==> src/fcfl_pkg.sv <==
// Shared types and constants for the fixed-chunk free-list pool.
`timescale 1ns / 1ps
package fcfl_pkg;

    localparam int NUM_CHUNKS = 256;
    localparam int IDX_W      = $clog2(NUM_CHUNKS);
    localparam int SIZE_W     = 16;
    localparam int COUNT_W    = 9;
    localparam int OFFSET_W   = 24;
    localparam int ADDR_W     = 3;

    localparam logic [COUNT_W-1:0] POOL_CAP = COUNT_W'(NUM_CHUNKS);

    // register indexes
    localparam logic REG_CHUNK_SIZE = 1'b0;
    localparam logic REG_CHUNKS_USE = 1'b1;

    // result status codes
    localparam logic [1:0] ST_OK        = 2'd0;
    localparam logic [1:0] ST_TOO_LARGE = 2'd1;
    localparam logic [1:0] ST_EMPTY     = 2'd2;

    localparam logic FUNC_ALLOC = 1'b0;
    localparam logic FUNC_FREE  = 1'b1;

    typedef struct packed {
        logic              func;
        logic [SIZE_W-1:0] request_bytes;
        logic [7:0]        chunk_to_free;
    } req_t;

    typedef struct packed {
        logic [1:0]          status;
        logic [7:0]          chunk_index;
        logic [OFFSET_W-1:0] byte_offset;
    } res_t;

    // controller -> datapath
    typedef struct packed {
        logic       accept;
        logic       push;
        logic       pop;
        logic       fresh;
        logic       load_head;
        logic [1:0] code;
    } cmd_t;

    // datapath -> controller
    typedef struct packed {
        logic too_large;
        logic list_empty;
        logic fresh_ok;
    } sts_t;

endpackage

==> src/fixed_chunk_free_list_pool.sv <==
// Fixed-size chunk pool with a LIFO free list: result of each request appears in the
// cycle after it is taken (done strobe, one cycle, cannot be held off). A free, a
// failed allocate, or an allocate served from never-used chunks does not raise busy,
// so these can arrive back to back; an allocate that pops the freed list holds busy
// in state S_POP while the next link is read from the synchronous link memory, and
// no request is taken meanwhile. Registers: chunk size at 0x0, chunks in use at
// 0x4. Double frees are not detected.
`timescale 1ns / 1ps
module fixed_chunk_free_list_pool
    import fcfl_pkg::*;
(
    input  logic              clk,
    input  logic              rst_n,
    input  logic              start,
    output logic              busy,
    input  req_t              request,
    output logic              done,
    output res_t              result,
    input  logic              psel,
    input  logic              penable,
    input  logic              pwrite,
    input  logic [ADDR_W-1:0] paddr,
    input  logic [31:0]       pwdata,
    output logic [31:0]       prdata,
    output logic              pready
);

    logic [SIZE_W-1:0]  chunk_size_reg, chunk_size_next;
    logic [COUNT_W-1:0] chunks_use_reg, chunks_use_next;
    logic               wr_en;
    logic               reg_sel;
    cmd_t               cmd;
    sts_t               sts;

    assign pready  = 1'b1;
    assign wr_en   = psel && penable && pwrite;
    assign reg_sel = paddr[2];

    always_comb
    begin
        chunk_size_next = chunk_size_reg;
        chunks_use_next = chunks_use_reg;
        if (wr_en)
        begin
            case (reg_sel)
                REG_CHUNK_SIZE: chunk_size_next = pwdata[SIZE_W-1:0];
                REG_CHUNKS_USE: chunks_use_next = pwdata[COUNT_W-1:0];
                default:        chunk_size_next = chunk_size_reg;
            endcase
        end
    end

    always_ff @(posedge clk or negedge rst_n)
    begin
        if (!rst_n)
        begin
            chunk_size_reg <= SIZE_W'(64);
            chunks_use_reg <= POOL_CAP;
        end
        else
        begin
            chunk_size_reg <= chunk_size_next;
            chunks_use_reg <= chunks_use_next;
        end
    end

    always_comb
    begin
        case (reg_sel)
            REG_CHUNK_SIZE: prdata = 32'(chunk_size_reg);
            REG_CHUNKS_USE: prdata = 32'(chunks_use_reg);
            default:        prdata = '0;
        endcase
    end

    fcfl_ctrl u_ctrl (
        .clk   (clk),
        .rst_n (rst_n),
        .start (start),
        .func  (request.func),
        .sts   (sts),
        .cmd   (cmd),
        .busy  (busy),
        .done  (done)
    );

    fcfl_dp u_dp (
        .clk           (clk),
        .rst_n         (rst_n),
        .request       (request),
        .chunk_size    (chunk_size_reg),
        .chunks_in_use (chunks_use_reg),
        .cmd           (cmd),
        .sts           (sts),
        .result        (result)
    );

endmodule

==> src/fcfl_ctrl.sv <==
// Controller: accepts requests, picks the operation, sequences the link read.
`timescale 1ns / 1ps
module fcfl_ctrl
    import fcfl_pkg::*;
(
    input  logic clk,
    input  logic rst_n,
    input  logic start,
    input  logic func,
    input  sts_t sts,
    output cmd_t cmd,
    output logic busy,
    output logic done
);

    typedef enum logic {S_IDLE, S_POP} state_t;

    state_t state_reg, state_next;
    logic   done_reg, done_next;
    logic   accept;

    assign busy   = (state_reg == S_POP);
    assign accept = start && (state_reg == S_IDLE);

    always_comb
    begin
        cmd           = '0;
        cmd.accept    = accept;
        cmd.load_head = (state_reg == S_POP);
        cmd.code      = ST_OK;
        if (func == FUNC_FREE)
        begin
            cmd.push = accept;
        end
        else if (sts.too_large)
        begin
            cmd.code = ST_TOO_LARGE;
        end
        else if (!sts.list_empty)
        begin
            cmd.pop = accept;
        end
        else if (sts.fresh_ok)
        begin
            cmd.fresh = accept;
        end
        else
        begin
            cmd.code = ST_EMPTY;
        end
    end

    always_comb
    begin
        done_next  = accept;
        state_next = state_reg;
        case (state_reg)
            S_IDLE:  if (cmd.pop) state_next = S_POP;
            S_POP:   state_next = S_IDLE;
            default: state_next = S_IDLE;
        endcase
    end

    always_ff @(posedge clk or negedge rst_n)
    begin
        if (!rst_n)
        begin
            state_reg <= S_IDLE;
            done_reg  <= 1'b0;
        end
        else
        begin
            state_reg <= state_next;
            done_reg  <= done_next;
        end
    end

    assign done = done_reg;

    a_done_follows: assert property (@(posedge clk) disable iff (!rst_n)
        accept |=> done)
        else $error("no result after accepted word");

    a_pop_busy: assert property (@(posedge clk) disable iff (!rst_n)
        cmd.pop |=> busy && !accept)
        else $error("pop did not block next word");

    a_pop_one: assert property (@(posedge clk) disable iff (!rst_n)
        busy |=> !busy)
        else $error("link reload took more than one cycle");

endmodule

==> src/fcfl_dp.sv <==
// Datapath: link memory, list head, fresh counter and offset multiplier.
`timescale 1ns / 1ps
module fcfl_dp
    import fcfl_pkg::*;
(
    input  logic               clk,
    input  logic               rst_n,
    input  req_t               request,
    input  logic [SIZE_W-1:0]  chunk_size,
    input  logic [COUNT_W-1:0] chunks_in_use,
    input  cmd_t               cmd,
    output sts_t               sts,
    output res_t               result
);

    // each entry: end mark above the next-chunk link
    logic [IDX_W:0]       link_mem [NUM_CHUNKS];
    logic [IDX_W:0]       rd_reg;

    logic [IDX_W-1:0]     head_reg, head_next;
    logic                 empty_reg, empty_next;
    logic [COUNT_W-1:0]   fresh_reg, fresh_next;
    logic [COUNT_W-1:0]   limit;
    logic [IDX_W-1:0]     free_idx;
    logic [7:0]           idx_sel;
    logic [OFFSET_W-1:0]  product;
    res_t                 result_reg, result_next;

    assign free_idx = IDX_W'(request.chunk_to_free);
    assign limit    = (chunks_in_use > POOL_CAP) ? POOL_CAP : chunks_in_use;

    assign sts.too_large  = request.request_bytes > chunk_size;
    assign sts.list_empty = empty_reg;
    assign sts.fresh_ok   = fresh_reg < limit;

    always_ff @(posedge clk)
    begin
        if (cmd.push)
        begin
            link_mem[free_idx] <= {empty_reg, head_reg};
        end
        rd_reg <= link_mem[head_reg];
    end

    always_comb
    begin
        head_next  = head_reg;
        empty_next = empty_reg;
        fresh_next = fresh_reg;
        if (cmd.push)
        begin
            head_next  = free_idx;
            empty_next = 1'b0;
        end
        else if (cmd.fresh)
        begin
            fresh_next = fresh_reg + COUNT_W'(1);
        end
        else if (cmd.load_head)
        begin
            head_next  = rd_reg[IDX_W-1:0];
            empty_next = rd_reg[IDX_W];
        end
    end

    always_ff @(posedge clk or negedge rst_n)
    begin
        if (!rst_n)
        begin
            head_reg  <= '0;
            empty_reg <= 1'b1;
            fresh_reg <= '0;
        end
        else
        begin
            head_reg  <= head_next;
            empty_reg <= empty_next;
            fresh_reg <= fresh_next;
        end
    end

    always_comb
    begin
        if (cmd.pop)
            idx_sel = 8'(head_reg);
        else if (cmd.fresh)
            idx_sel = fresh_reg[7:0];
        else
            idx_sel = '0;
        product = OFFSET_W'(idx_sel) * OFFSET_W'(chunk_size);

        result_next             = result_reg;
        if (cmd.accept)
        begin
            result_next.status      = cmd.code;
            result_next.chunk_index = idx_sel;
            result_next.byte_offset = product;
        end
    end

    always_ff @(posedge clk)
    begin
        result_reg <= result_next;
    end

    assign result = result_reg;

endmodule
==> config.mk <==
export PLATFORM = sky130hd
export DESIGN_NAME = fixed_chunk_free_list_pool
export DESIGN_NICKNAME = d
export VERILOG_FILES = /design/src/fcfl_pkg.sv /design/src/fixed_chunk_free_list_pool.sv /design/src/fcfl_ctrl.sv /design/src/fcfl_dp.sv
export SDC_FILE = /design/constraint.sdc
export NUM_CORES = 2
export LEC_CHECK = 0
export BUFFER_PORTS_ARGS = -buffer_cell sky130_fd_sc_hd__buf_4
export CAP_MARGIN = 20
export CORE_MARGIN = 2
export CORE_UTILIZATION = 45
export CTS_CLUSTER_SIZE = 8
export DETAILED_ROUTE_END_ITERATION = 8
export GPL_TIMING_DRIVEN = 0
export PLACE_DENSITY = 0.68
export SLEW_MARGIN = 30
export SYNTH_ARGS = -nofsm -noshare
export SYNTH_HDL_FRONTEND = slang
export SYNTH_HIERARCHICAL = 1
export SYNTH_SLANG_ARGS = --single-unit
==> constraint.sdc <==
create_clock -name clk -period 10.71 [get_ports clk]
set_input_delay 2.142 -clock clk [delete_from_list [all_inputs] [get_ports clk]]
set_output_delay 2.142 -clock clk [all_outputs]
set_load 0.005 [all_outputs]
After elaboration in Yosys (flattened, before gate mapping)
Memory sizes are Yosys's and may differ from the RTL's. A register that Yosys moved wholly into a read port is not among the register bits.
Index checks and enable logic that the tools add are counted.
Widths: inputs -> output; s select.
Storage, ports and cells
  RAM bits: 2304
  logic and storage cells: 54
  bits in registers: 79
  memories kept: 1
Memory list
  u_dp.link_mem: depth 256, width 9, rd ports 1, clocked after Yosys merged registers in 1, wr ports 1, RTL line fcfl_dp.sv:17  | logic [IDX_W:0] link_mem [NUM_CHUNKS];
Operators by class
  $mul: 1
  eq/ne operators: 1
  reduce and logical (&&, ||, !) cells: 9
  order comparisons: 3
  bitwise operators: 4
  mux-type cells: 23
  add/subtract/negate cells: 1
Operator list (count)
  $pmux 32 s2: 1
  $mux 8: 5
  $mul 8x16->24: 1
  $gt 16x16->1: 1
  $mux 1: 12
  $add 9x1->9 const B: 1
  $gt 9x9->1 const B: 1
  $lt 9x9->1: 1
  $mux 9: 1
  $reduce_and 2->1: 4
  $mux 2: 3
  $not 1->1: 4
  $logic_and 1x1->1: 3
  $reduce_or 3->1: 1
  $ne 2x1->1 const B: 1
  $pmux 1 s2: 1
  $reduce_bool 2->1: 1

Depth between registers and ports, before layout
  depth after elaboration: 10
  mapped depth: 34
  depth with buffers taken out: 32

Hierarchy
Netlist, hierarchy kept.
By module, submodules not included
  fcfl_dp: cells an instance 4391, area each 95193.8 um2, instances 1, seq. area each 70839.2 um2
  fixed_chunk_free_list_pool: cells an instance 90, area each 1291.2 um2, instances 1, seq. area each 628.1 um2
  fcfl_ctrl: cells an instance 12, area each 133.9 um2, instances 1, seq. area each 50.0 um2

Least setup slack after synthesis
OpenSTA, ideal clock, no wires.
  path type: input -> register
  start point: input request[9] (netlist bit)
  end point: register u_dp.result_reg (netlist bit u_dp/result[23]) (data pin)
  cell stages on the path: 31
  path slack: 1.792 ns
  buffers on the path: 2
  arrival: 8.659 ns
  required time: 10.450 ns
  path through: ha_1 -> nor2b_1 -> o21a_1 -> o21a_1 -> o21a_1 -> o21a_1 -> o21bai_1 -> a21o_1 -> a21oi_1 -> nor2_1 -> and4_1 -> nor2b_1 -> clkbuf_1 -> a22o_1 -> clkbuf_1 -> nand2_1 -> fa_1 -> inv_1 -> fa_1 -> fa_1 -> inv_1 -> fa_1 -> inv_1 -> ha_1 -> or3_1 -> nor2_1 -> o311ai_0 -> a41o_1 -> a221o_1 -> a21oi_1 -> xnor2_1
RTL lines
  start: declaration: RTL line fixed_chunk_free_list_pool.sv:16  | input req_t request,
  end signal: assignment: RTL line fcfl_dp.sv:103  | result_reg <= result_next;
  end: declaration: RTL line fcfl_dp.sv:27  | res_t result_reg, result_next;

==> reports/results.tsv <==
stage	metric	value	unit
synthesis	mean area per synthesized cell	21.5	µm²
clocking	CTS tree	yes	
timing	Final Skew	75.6	ps
floorplan	die area	218000	µm²
routing	drt via density	6.24	
timing	Slew Limit Fails	0	
routing	WL final	260000	µm
timing	Worst Setup Slack, final	1020	ps
place	detailed-placement wirelength estimate	176000	µm
run	max cap viols	0	
timing	setup violators final	0	
floorplan	CORE AREA	214000	µm²
clocking	Clock Tree Buf Depth	4	
critical_path	CP arrival	10300	ps
synthesis	synth cell count leaders	2338 x edfxtp_1, 703 x mux4_2, 308 x nor2_1, 146 x clkbuf_1, 114 x inv_1	
synthesis	sequential area share after synthesis	74.0	%
status	outcome	complete, no violations	
global_routing	vias in the first global route	49100	
power	static leakage	35.9	nW
floorplan	die height	467	µm
clocking	clock-pin slew on the worst setup and hold paths	40	ps
synthesis	Mapped Area	96600	µm²
clocking	TritonCTS buffer count	350	
synthesis	Synth Register Bits	2392	
clocking	CTS resizes	0	
floorplan	# IOs	135	
floorplan	initial core utilization	45.2	%
clocking	H-tree depth	5	
floorplan	Die W	467	µm
synthesis	Most used DFF post-synth	edfxtp_1	
clocking	# Post-CTS Setup Buffers	0	
routing	Pre-Repair DR Iteration Count	6	
floorplan	FP Rows	170	
timing	hold slack	476	ps
power	Max VDD drop	0.000203	V
routing	routed via count	49300	
clocking	CTS Root Buffer Type	clkbuf_16	
place	worst slack, placed	134	ps
synthesis	Yosys warning count	6	
routing	residual DRC count	0	
timing	Worst slew margin	23.8	%
place	RePlAce Congestion	0.964	
critical_path	Max FO, Critical Path	10	
synthesis	Netlist cell types	64	
synthesis	Post-synth ARST share	1.88	%
clocking	Clock Latency Late Sink	940	ps
cells_and_area	Layout area overhead	15.7	%
cells_and_area	Largest register FFs	2304	
place	Port Buffers	95	
synthesis	largest area contributor in the netlist	edfxtp_1	
global_routing	first-pass GRT wire length	365000	µm
synthesis	Mapped Cells	4493	
critical_path	CP Data Required Time	11320	ps
min_path	Hold Crit Class	register to register	
global_routing	initial antenna violation count	13	
critical_path	CP Launch Type	input port	
critical_path	Worst setup EP type	register	
critical_path	slowest CP cell	o311ai_0	
synthesis	area fraction of the dominant cell type after synthesis	72.7	%
synthesis	count leader, synth	edfxtp_1	
global_routing	GRT Resource Usage Total	23.8	%
routing	DRT iter0 DRCs	7027	
cells_and_area	fraction of layout cells with a size suffix above 1	30.5	%
synthesis	top cells by area, synth	edfxtp_1 73%, mux4_2 16%, fa_1 1.7%	
global_routing	total congestion overflow	0	
clocking	Clock Sinks	2392	
routing	remaining antenna violation count after routing	0	
timing	Worst Tran Pin Value	1140	ps
power	PwrDens	256	nW/µm²
timing	Tcrit/Tclk final	90.4	%
cells_and_area	Final #Nets	5230	
critical_path	Crit path largest cell delay	680	ps
timing	final hold viol count	0	
routing	Wirelength per Cell	32.9	µm
timing	RSZ-0062 raised after global routing	false	
timing	Final Critical Period	9690	ps
clocking	CTS Hold Bufs	0	
critical_path	worst setup path class	input port to register	
synthesis	Post-synth EDFFs	2338	
global_routing	largest net degree at the start of global routing	74	
timing	Fmax achieved	103	MHz
==> final cells by class <==
class | instances | area [µm²]
multi-input cells | 1740 | 23800
repair buffers | 151 | 2060
clock buffers | 385 | 8970
clock inverters | 13 | 145
diodes | 5 | 12.5
plain buffers | 261 | 1290
well taps | 2838 | 3550
inverters | 115 | 432
flip-flops and latches | 2392 | 71600
fillers | 16300 | 102000
==> through the flow <==
step,utilization (%),cell area [µm²],std cells,TNS [ps],power [mW]
final,52.3,112000,7900,0,28.6
after global routing,52.3,112000,7895,0,29.4
after CTS,52.2,112000,7894,0,28.7
after detailed placement,47.9,103000,7496,0,19.2
after global placement,47.2,101000,7441,-73380,19.3
after floorplan,-,96700,4508,0,16.2
==> critical path: cells and delay by family <==
kind,cells,cell delay [ps]
AO/OA/AOI/OAI,12,3130
adder cells (fa/ha/maj),6,2650
AND/OR/NAND/NOR,8,1210
buffers and inverters,6,1020
XOR/XNOR,1,120
==> final timing paths <==
| check | startpoint | to | slack (ps) | cells past startpoint |
|---|---|---|---|---|
| worst max-delay path | request[17] | u_dp/result[23] | 1020 | 33 |
| worst min register to register | u_dp/fresh_reg[8] | u_dp/fresh_reg[8] | 480 | 1 |
| worst max register to register | chunk_size_reg[1] | u_dp/result[23] | 1640 | 34 |
| max in group asynchronous | rst_n | u_dp/head_reg[2] | 8870 | 1 |
| min in group asynchronous | rst_n | u_ctrl/done | 1280 | 1 |
| worst min-delay path | u_dp/fresh_reg[8] | u_dp/fresh_reg[8] | 480 | 1 |
==> power by group <==
group / total [mW] / switching [mW] / internal (mW) / leakage (nW)
clock network: 9.46 / 3.64 / 5.82 / 4.47
registers: 11.7 / 0.274 / 11.4 / 21.8
logic: 7.47 / 4.58 / 2.89 / 9.63
total: 28.6 / 8.50 / 20.1 / 35.9
==> layout by cell type, fill, tap and decap left out, drive strengths merged, types with 16 or more instances in the layout <==
master	n
xnor2	17
nor2	308
fa	84
nand3	27
buf	265
o21ai	40
clkbuf	532
nand2	112
nor2b	31
conb	17
mux4	703
a21oi	19
edfxtp	2338
and2	38
o22ai	20
nand4	16
inv	120
dfrtp	42
mux2	35
mux2i	85
ha	69
a211oi	18
==> routing by layer <==
metal / vias up / share of wire [%] / track usage [%]
li1: 19400 / - / -
met1: 26200 / 38 / 32.8
met2: 3216 / 46 / 36.2
met3: 527 / 12 / 6.45
met4: 12 / 4.1 / 9.64
met5: - / 0.037 / 0
==> cells by family after synthesis <==
| group | synth area share, % |
|---|---|
| flip-flops | 74.0 |
| multiplexers | 17.7 |
| AND/OR/NAND/NOR | 2.61 |
| buffers and inverters | 1.71 |
| AO/OA/AOI/OAI | 1.07 |
| adder cells (fa/ha/maj) | 2.63 |
| XOR/XNOR | 0.227 |
| other | 0.00777 |
(Power assumes the default switching activity.)
